<file path="config.mk">
export PLATFORM = sky130hd
export DESIGN_NAME = afdl_ctrl_flat
export DESIGN_NICKNAME = d
export VERILOG_FILES = /design/src/afdl_pkg.sv /design/src/afdl_ifs.sv /design/src/afdl_ctrl.sv /design/src/flat_wrapper.sv
export SDC_FILE = /design/constraint.sdc
export NUM_CORES = 1
export LEC_CHECK = 0
export BUFFER_PORTS_ARGS = -buffer_cell sky130_fd_sc_hd__buf_2
export CAP_MARGIN = 40
export CORE_MARGIN = 3
export CORE_UTILIZATION = 50
export CTS_CLUSTER_DIAMETER = 30
export DETAILED_ROUTE_END_ITERATION = 6
export PLACE_DENSITY = 0.71
export SKIP_LAST_GASP = 1
export SLEW_MARGIN = 20
export SYNTH_ARGS = -nofsm -noshare
export SYNTH_HDL_FRONTEND = slang
export SYNTH_SLANG_ARGS = --single-unit
</file>
<file path="constraint.sdc">
create_clock -name clk -period 6.5 [get_ports clk]
set_input_delay 0.325 -clock clk [delete_from_list [all_inputs] [get_ports clk]]
set_output_delay 0.325 -clock clk [all_outputs]
set_load 0.03 [all_outputs]
</file>
<file path="src/afdl_pkg.sv">
// Shared constants and types of the audio frame delay line.
package afdl_pkg;

	localparam int MAX_FRAME_BYTES  = 256;
	localparam int MAX_DELAY_FRAMES = 64;
	localparam int EXTRA_FRAMES     = 64;
	localparam int STORE_SLOTS      = MAX_DELAY_FRAMES + EXTRA_FRAMES;
	localparam int POS_W            = $clog2(MAX_FRAME_BYTES);
	localparam int SLOT_W           = $clog2(STORE_SLOTS);
	localparam int ADDR_W           = SLOT_W + POS_W;
	localparam int STORE_DEPTH      = STORE_SLOTS * MAX_FRAME_BYTES;

	localparam int BYTE_W     = 8;
	localparam int MODE_W     = 2;
	localparam int DELAY_W    = 7;
	localparam int FBYTES_W   = 9;
	localparam int CFG_IDX_W  = 1;
	localparam int CFG_DATA_W = 9;

	localparam logic [MODE_W-1:0] MODE_PUSH    = 2'd0;
	localparam logic [MODE_W-1:0] MODE_MUTE    = 2'd1;
	localparam logic [MODE_W-1:0] MODE_PTR_RST = 2'd2;

	localparam logic [CFG_IDX_W-1:0] REG_DELAY  = 1'd0;
	localparam logic [CFG_IDX_W-1:0] REG_FBYTES = 1'd1;

	typedef struct packed {
		logic              we;
		logic [ADDR_W-1:0] addr;
		logic [BYTE_W-1:0] data;
	} mem_wr_t;

	typedef struct packed {
		logic              re;
		logic [ADDR_W-1:0] addr;
	} mem_rd_t;

	typedef struct packed {
		logic              valid;
		logic              fwd;
		logic [BYTE_W-1:0] fwd_byte;
		logic              frame_end;
	} push_t;

	typedef struct packed {
		logic clearing;
		logic muting;
	} ctrl_stat_t;

endpackage

</file>
<file path="src/afdl_ifs.sv">
// Channel interfaces of the audio frame delay line.
interface afdl_in_if
	import afdl_pkg::*;
();
	logic                  valid;
	logic                  ready;
	logic [MODE_W-1:0]     mode;
	logic [BYTE_W-1:0]     in_byte;
	logic [DELAY_W-1:0]    mute_count;

	modport source(output valid, mode, in_byte, mute_count, input ready);
	modport sink(input valid, mode, in_byte, mute_count, output ready);
endinterface


interface afdl_cfg_if
	import afdl_pkg::*;
();
	logic                  valid;
	logic                  ready;
	logic [CFG_IDX_W-1:0]  index;
	logic [CFG_DATA_W-1:0] data;

	modport source(output valid, index, data, input ready);
	modport sink(input valid, index, data, output ready);
endinterface

</file>
<file path="src/afdl_ctrl.sv">
// Ring pointers, configuration and the clear and mute sequencer.
module afdl_ctrl
	import afdl_pkg::*;
(
	input  logic         clk,
	input  logic         arst_n,
	afdl_in_if.sink      din,
	afdl_cfg_if.sink     cfg,
	input  logic         res_free,
	output mem_wr_t      wr,
	output mem_rd_t      rd,
	output push_t        push,
	output ctrl_stat_t   stat
);

	localparam logic [1:0] ST_CLEAR = 2'd0;
	localparam logic [1:0] ST_RUN   = 2'd1;
	localparam logic [1:0] ST_MUTE  = 2'd2;

	logic [1:0]          state_q;
	logic [DELAY_W-1:0]  delay_q;
	logic [FBYTES_W-1:0] fbytes_q;
	logic [SLOT_W-1:0]   wf_q;
	logic [SLOT_W-1:0]   rf_q;
	logic [POS_W-1:0]    pos_q;
	logic [ADDR_W-1:0]   clr_q;
	logic [SLOT_W-1:0]   mslot_q;
	logic [POS_W-1:0]    mpos_q;
	logic [DELAY_W-1:0]  mleft_q;

	logic                in_acc;
	logic                cfg_acc;
	logic [SLOT_W-1:0]   last_slot;
	logic                push_end;
	logic                mute_end;
	logic [DELAY_W-1:0]  dly_new;
	logic [FBYTES_W-1:0] fb_new;
	logic [DELAY_W-1:0]  mute_n;
	logic [SLOT_W-1:0]   wf_prev;

	assign cfg.ready = 1'b1;
	assign din.ready = (state_q == ST_RUN) && res_free;
	assign in_acc    = din.valid && din.ready;
	assign cfg_acc   = cfg.valid && cfg.ready;

	assign last_slot = SLOT_W'(delay_q) + SLOT_W'(EXTRA_FRAMES - 1);
	assign wf_prev   = (wf_q == '0) ? last_slot : wf_q - SLOT_W'(1);
	assign push_end  = ({1'b0, pos_q} + FBYTES_W'(1)) >= fbytes_q;
	assign mute_end  = ({1'b0, mpos_q} + FBYTES_W'(1)) >= fbytes_q;
	assign mute_n    = (din.mute_count >= delay_q) ? delay_q - DELAY_W'(1) : din.mute_count;

	always_comb begin
		if (cfg.data[DELAY_W-1:0] == '0) begin
			dly_new = DELAY_W'(1);
		end else if (cfg.data[DELAY_W-1:0] > DELAY_W'(MAX_DELAY_FRAMES)) begin
			dly_new = DELAY_W'(MAX_DELAY_FRAMES);
		end else begin
			dly_new = cfg.data[DELAY_W-1:0];
		end
		if (cfg.data == '0) begin
			fb_new = FBYTES_W'(1);
		end else if (cfg.data > CFG_DATA_W'(MAX_FRAME_BYTES)) begin
			fb_new = FBYTES_W'(MAX_FRAME_BYTES);
		end else begin
			fb_new = cfg.data;
		end
	end

	always_comb begin
		wr.we   = 1'b0;
		wr.addr = {wf_q, pos_q};
		wr.data = din.in_byte;
		case (state_q)
			ST_CLEAR: begin
				wr.we   = 1'b1;
				wr.addr = clr_q;
				wr.data = '0;
			end
			ST_MUTE: begin
				wr.we   = 1'b1;
				wr.addr = {mslot_q, mpos_q};
				wr.data = '0;
			end
			ST_RUN: begin
				wr.we = in_acc && (din.mode == MODE_PUSH);
			end
			default: begin
				wr.we = 1'b0;
			end
		endcase
	end

	assign rd.re   = in_acc && (din.mode == MODE_PUSH);
	assign rd.addr = {rf_q, pos_q};

	assign push.valid     = in_acc && (din.mode == MODE_PUSH);
	assign push.fwd       = (wf_q == rf_q);
	assign push.fwd_byte  = din.in_byte;
	assign push.frame_end = push_end;

	assign stat.clearing = (state_q == ST_CLEAR);
	assign stat.muting   = (state_q == ST_MUTE);

	always_ff @(posedge clk or negedge arst_n) begin
		if (!arst_n) begin
			state_q  <= ST_CLEAR;
			delay_q  <= DELAY_W'(1);
			fbytes_q <= FBYTES_W'(MAX_FRAME_BYTES);
			wf_q     <= '0;
			rf_q     <= '0;
			pos_q    <= '0;
			clr_q    <= '0;
			mslot_q  <= '0;
			mpos_q   <= '0;
			mleft_q  <= '0;
		end else begin
			case (state_q)
				ST_CLEAR: begin
					clr_q <= clr_q + ADDR_W'(1);
					if (clr_q == ADDR_W'(STORE_DEPTH - 1)) begin
						state_q <= ST_RUN;
					end
				end
				ST_MUTE: begin
					if (mute_end) begin
						mpos_q  <= '0;
						mslot_q <= (mslot_q == '0) ? last_slot : mslot_q - SLOT_W'(1);
						mleft_q <= mleft_q - DELAY_W'(1);
						if (mleft_q == DELAY_W'(1)) begin
							state_q <= ST_RUN;
						end
					end else begin
						mpos_q <= mpos_q + POS_W'(1);
					end
				end
				ST_RUN: begin
					if (in_acc) begin
						case (din.mode)
							MODE_PUSH: begin
								if (push_end) begin
									wf_q  <= (wf_q == last_slot) ? '0 : wf_q + SLOT_W'(1);
									rf_q  <= (rf_q == last_slot) ? '0 : rf_q + SLOT_W'(1);
									pos_q <= '0;
								end else begin
									pos_q <= pos_q + POS_W'(1);
								end
							end
							MODE_MUTE: begin
								if (mute_n != '0) begin
									state_q <= ST_MUTE;
									mslot_q <= wf_prev;
									mpos_q  <= '0;
									mleft_q <= mute_n;
								end
							end
							MODE_PTR_RST: begin
								wf_q  <= SLOT_W'(delay_q - DELAY_W'(1));
								rf_q  <= '0;
								pos_q <= '0;
							end
							default: begin
								pos_q <= pos_q;
							end
						endcase
					end
				end
				default: begin
					state_q <= ST_RUN;
				end
			endcase
			if (cfg_acc) begin
				case (cfg.index)
					REG_DELAY: begin
						delay_q <= dly_new;
						wf_q    <= SLOT_W'(dly_new - DELAY_W'(1));
						rf_q    <= '0;
						pos_q   <= '0;
						clr_q   <= '0;
						state_q <= ST_CLEAR;
					end
					REG_FBYTES: begin
						fbytes_q <= fb_new;
					end
					default: begin
						fbytes_q <= fbytes_q;
					end
				endcase
			end
		end
	end

endmodule

</file>
<file path="src/flat_wrapper.sv">
// flat-port wrapper written by rule: the top's interface ports become plain ports
module afdl_ctrl_flat import afdl_pkg::*;
  (clk, arst_n, res_free, wr, rd, push, stat, din_valid, din_mode, din_in_byte, din_mute_count, din_ready, cfg_valid, cfg_index, cfg_data, cfg_ready);
  afdl_in_if din_i ();
  afdl_cfg_if cfg_i ();
  input  logic clk;
  input  logic arst_n;
  input  logic res_free;
  output mem_wr_t wr;
  output mem_rd_t rd;
  output push_t push;
  output ctrl_stat_t stat;
  input wire logic [$bits(din_i.valid)-1:0] din_valid;
  input wire logic [$bits(din_i.mode)-1:0] din_mode;
  input wire logic [$bits(din_i.in_byte)-1:0] din_in_byte;
  input wire logic [$bits(din_i.mute_count)-1:0] din_mute_count;
  output wire logic [$bits(din_i.ready)-1:0] din_ready;
  input wire logic [$bits(cfg_i.valid)-1:0] cfg_valid;
  input wire logic [$bits(cfg_i.index)-1:0] cfg_index;
  input wire logic [$bits(cfg_i.data)-1:0] cfg_data;
  output wire logic [$bits(cfg_i.ready)-1:0] cfg_ready;
  assign din_i.valid = din_valid;
  assign din_i.mode = din_mode;
  assign din_i.in_byte = din_in_byte;
  assign din_i.mute_count = din_mute_count;
  assign din_ready = din_i.ready;
  assign cfg_i.valid = cfg_valid;
  assign cfg_i.index = cfg_index;
  assign cfg_i.data = cfg_data;
  assign cfg_ready = cfg_i.ready;
  afdl_ctrl u_core (.clk(clk), .arst_n(arst_n), .din(din_i), .cfg(cfg_i), .res_free(res_free), .wr(wr), .rd(rd), .push(push), .stat(stat));
endmodule
</file>
==> flow_summary.yaml <==
grt:
  grt_use_met1: 0.3330
  overflow: 0
  antenna_found_initial: 0
  use_met2: 0.4192
  grt_pass1_wl_mm: 28.76
  busiest_layer: "met2"
  grt_use_met3: 0.03134
  grt_util_all_layers: 0.2518
  grt_start_max_net_pins: 50
  first_global_vias: 5748
power_and_ir_drop:
  vdd_drop_max_mv: 0.1940
  p_clk_frac: 0.308
  switching_share: 0.3576
  p_seq_frac: 0.385
  pwr_density_cell_nw_per_um2: 227.3
  power_frac_comb: 0.306
  p_int_mw: 1.035
  p_sw_uw: 576.4
  power.total_mw: 1.612
  leakage_nw: 3.273
detailed_routing:
  via_count: 5877
  drt_iter0_markers: 423
  routed_via_density: 6.046
  drt-pass1-iter-count: 5
  wire_per_inst_um: 18.33
  totalWireLength_mm: 17.81
  drc_errors: 0
  ant_nets: 0
synth:
  synth_nets: 824
  syn_inst: 754
  synth-seq-cells: 77
  syn_area_per_cell_um2: 8.460
  async_flop_share: 1.000
  synth.distinct_cells: 86
  synth_top_area_share: 0.2942
  synth_area_um2: 6379
  ys_top_cells_by_area: "dfrtp_1 (29%), ha_1 (7.5%), nand2_1 (4.4%)"
  synth_area_leader_cell: "dfrtp_1"
  ys.flop_type: "dfrtp_1"
  synth_edf_count: 0
  ys_warn_count: 0
  ys_seq_area_frac: 0.3025
worst_setup_path:
  cp-end-kind: "primary output"
  crit_fanout: 17
  critical_path_class: "flip-flop to primary output"
  r2r_start: "u_core.pos_q[2]$_DFF_PN0_"
  r2r-end: "u_core.pos_q[2]$_DFF_PN0_"
  r2r_slack_ns: 2.51
  reg2reg_depth: 11
  required_ns: 6.17
  cp.arrival_ns: 3.75
  worst_setup_path_start_kind: "flip-flop"
cts:
  clk_pin_slew_ns: 0.05
  h-tree-depth: 3
  ctsRootBufferMaster: "clkbuf_16"
  postCtsSetupRepairBufs: 0
  cts_buffers: 9
  insertion_delay_ns: 0.35
  cts_resized: 0
  cts.sinks: 77
  clockBufferDepth: 2
  ctsHoldBuffers: 1
  tritoncts: "done"
floorplanning:
  core-area_um2: 12260
  die_w_um: 118.9
  pin_count: 87
  std_cell_rows: 40
  die_h_um: 118.9
  fp.dieArea_um2: 14150
  start_util: 0.5202
placement:
  dp_cells: 956
  port_buffers: 85
  dpl_cell_area_um2: 6789
  gp_congestion: 0.9013
  hpwl_mm: 13.24
timing:
  grt_setup_unrepaired: "false"
  slew_headroom: 0.4566
  max_freq_mhz: 245.2
  tns_ns: 0
  fin_skew_ns: 0.009798
  layout_min_cycle_time_ns: 4.078
  hold_viol_final: 0
  slew_viol_final: 0
  hold-worst-slack_ns: 0.2583
  finalCritPeriodShare: 0.6273
  worst_pin_slew_ns: 0.8122
  report.final.setup_viol: 0
layout:
  n_antenna_cell: 0
  multi_input_area_um2: 4066
  seqCellArea_um2: 1929
  drive_above_1_share: 0.1729
  fillers: 1107
  final_area_um2: 7092
  fin_nets: 871
  syn_to_final_growth_pct: 11.18
  layout.cells.non_filler: 972
min_path:
  min_from: "cfg_data[8]"
  hold_path_class: "primary input to flip-flop"
  hold_path_depth: 2
  holdPathEnd: "u_core.fbytes_q[1]$_DFFE_PN0P_"
job:
  maxCapViolCount: 0
status:
  outcome: "finished, final reports clean"
==> critical path: stages, from the launching register on <==
cell and delay [ns]:
dfrtp_1 0.45, and3_1 0.27, and3_1 0.26, nand3_1 0.11, xnor2_1 0.24, ha_1 0.29
a2111o_1 0.47, o31ai_4 0.71, inv_2 0.33, buf_2 0.28
==> cells by family after synthesis <==
logic type | synth area share
other | 0.0005879
XOR/XNOR | 0.07905
buffers and inverters | 0.06120
flip-flops | 0.3025
AND/OR/NAND/NOR | 0.2356
AO/OA/AOI/OAI | 0.1850
adder cells (fa/ha/maj) | 0.07768
multiplexers | 0.05845
==> cells in the mapped netlist (10+ instances only) <==
cell type   n
dfrtp_1    75
and3_1     13
inv_1      26
a21oi_1    32
xnor2_1    24
o21ai_0    49
nand3b_1   10
buf_4      12
nand2_1    74
nor3_1     21
nand4_1    11
nand2b_1   13
xor2_1     31
clkbuf_1   29
nand3_1    33
nor4_1     10
nor2_1     55
o31ai_1    15
mux2_2     10
mux2i_1    23
and2_1     13
ha_1       38
==> power by group through the flow <==
stage          Clock (mW)  Combinational (mW)  Sequential (mW)
4_1_cts             0.503               0.492            0.618
2_1_floorplan           0               0.391            0.584
3_3_place_gp            0               0.469            0.624
6_report            0.497               0.494            0.621
3_5_place_dp            0               0.487            0.627
5_1_grt             0.531               0.548            0.628
==> worst max-delay path by stage <==
stage | startpoint | to | slack [ns]
after global placement | u_core.pos_q[0]$_DFF_PN0_ | u_core.pos_q[3]$_DFF_PN0_ | 2.76
after CTS | u_core.pos_q[0]$_DFF_PN0_ | push[0] | 2.45
after global routing | u_core.pos_q[2]$_DFF_PN0_ | u_core.pos_q[3]$_DFF_PN0_ | 2.13
after detailed placement | u_core.pos_q[0]$_DFF_PN0_ | u_core.pos_q[2]$_DFF_PN0_ | 2.57
final | u_core.pos_q[2]$_DFF_PN0_ | push[0] | 2.42
after floorplan | u_core.pos_q[0]$_DFF_PN0_ | push[0] | 3.28
==> metrics by stage <==
stage          utilization  setup slack [ns]
5_1_grt             0.5784             2.131
6_report            0.5784             2.422
3_5_place_dp        0.5537             2.575
2_1_floorplan            -             3.283
4_1_cts             0.5774             2.453
3_3_place_gp        0.5514             2.758
==> state kept, by name (all words and copies together) (netlist names) <==
register         flops
u_core.clr_q        15
u_core.state_q       2
u_core.mpos_q        8
u_core.fbytes_q      9
u_core.rf_q          7
u_core.wf_q          7
u_core.delay_q       7
u_core.mslot_q       7
u_core.pos_q         8
u_core.mleft_q       7
==> layout by cell type, fill, tap and decap left out, types with 3 or more instances in the layout <==
cell        n
nand2_1    74
nor2b_1     6
ha_1       38
o21ai_0    49
or2_2       4
inv_1      26
a21o_1      6
nand3b_1   10
and4_1      3
o31ai_1    15
a221oi_1    6
a32o_1      4
a31oi_1     7
nor2_1     55
a22o_1      8
nand4_1    11
o32ai_1     3
xor2_1     31
a21oi_1    32
dfrtp_1    75
clkbuf_16   9
o211ai_1    4
and2_1     13
and3_1     13
buf_2      84
mux2_2     10
nor4_1     10
buf_4       5
or3_1       4
nand2b_1   13
nor3_1     21
nand3_1    33
xnor2_1    24
a211oi_1    3
o21ai_1     5
mux2i_1    23
==> metal layers <==
layer,vias up,share of wire
li1,2800,-
met1,2847,0.43
met2,197,0.48
met3,33,0.060
met4,0,0.025
met5,-,0
==> layout make-up <==
type                    count  share of cell area
multi-input cells         593              0.5734
flip-flops and latches     77              0.2721
repair buffers             92             0.07040
clock buffers              12             0.03476
well taps                 168             0.02964
inverters                  28             0.01482
clock inverters             2            0.004940
Power figures use the tool's default switching activity.
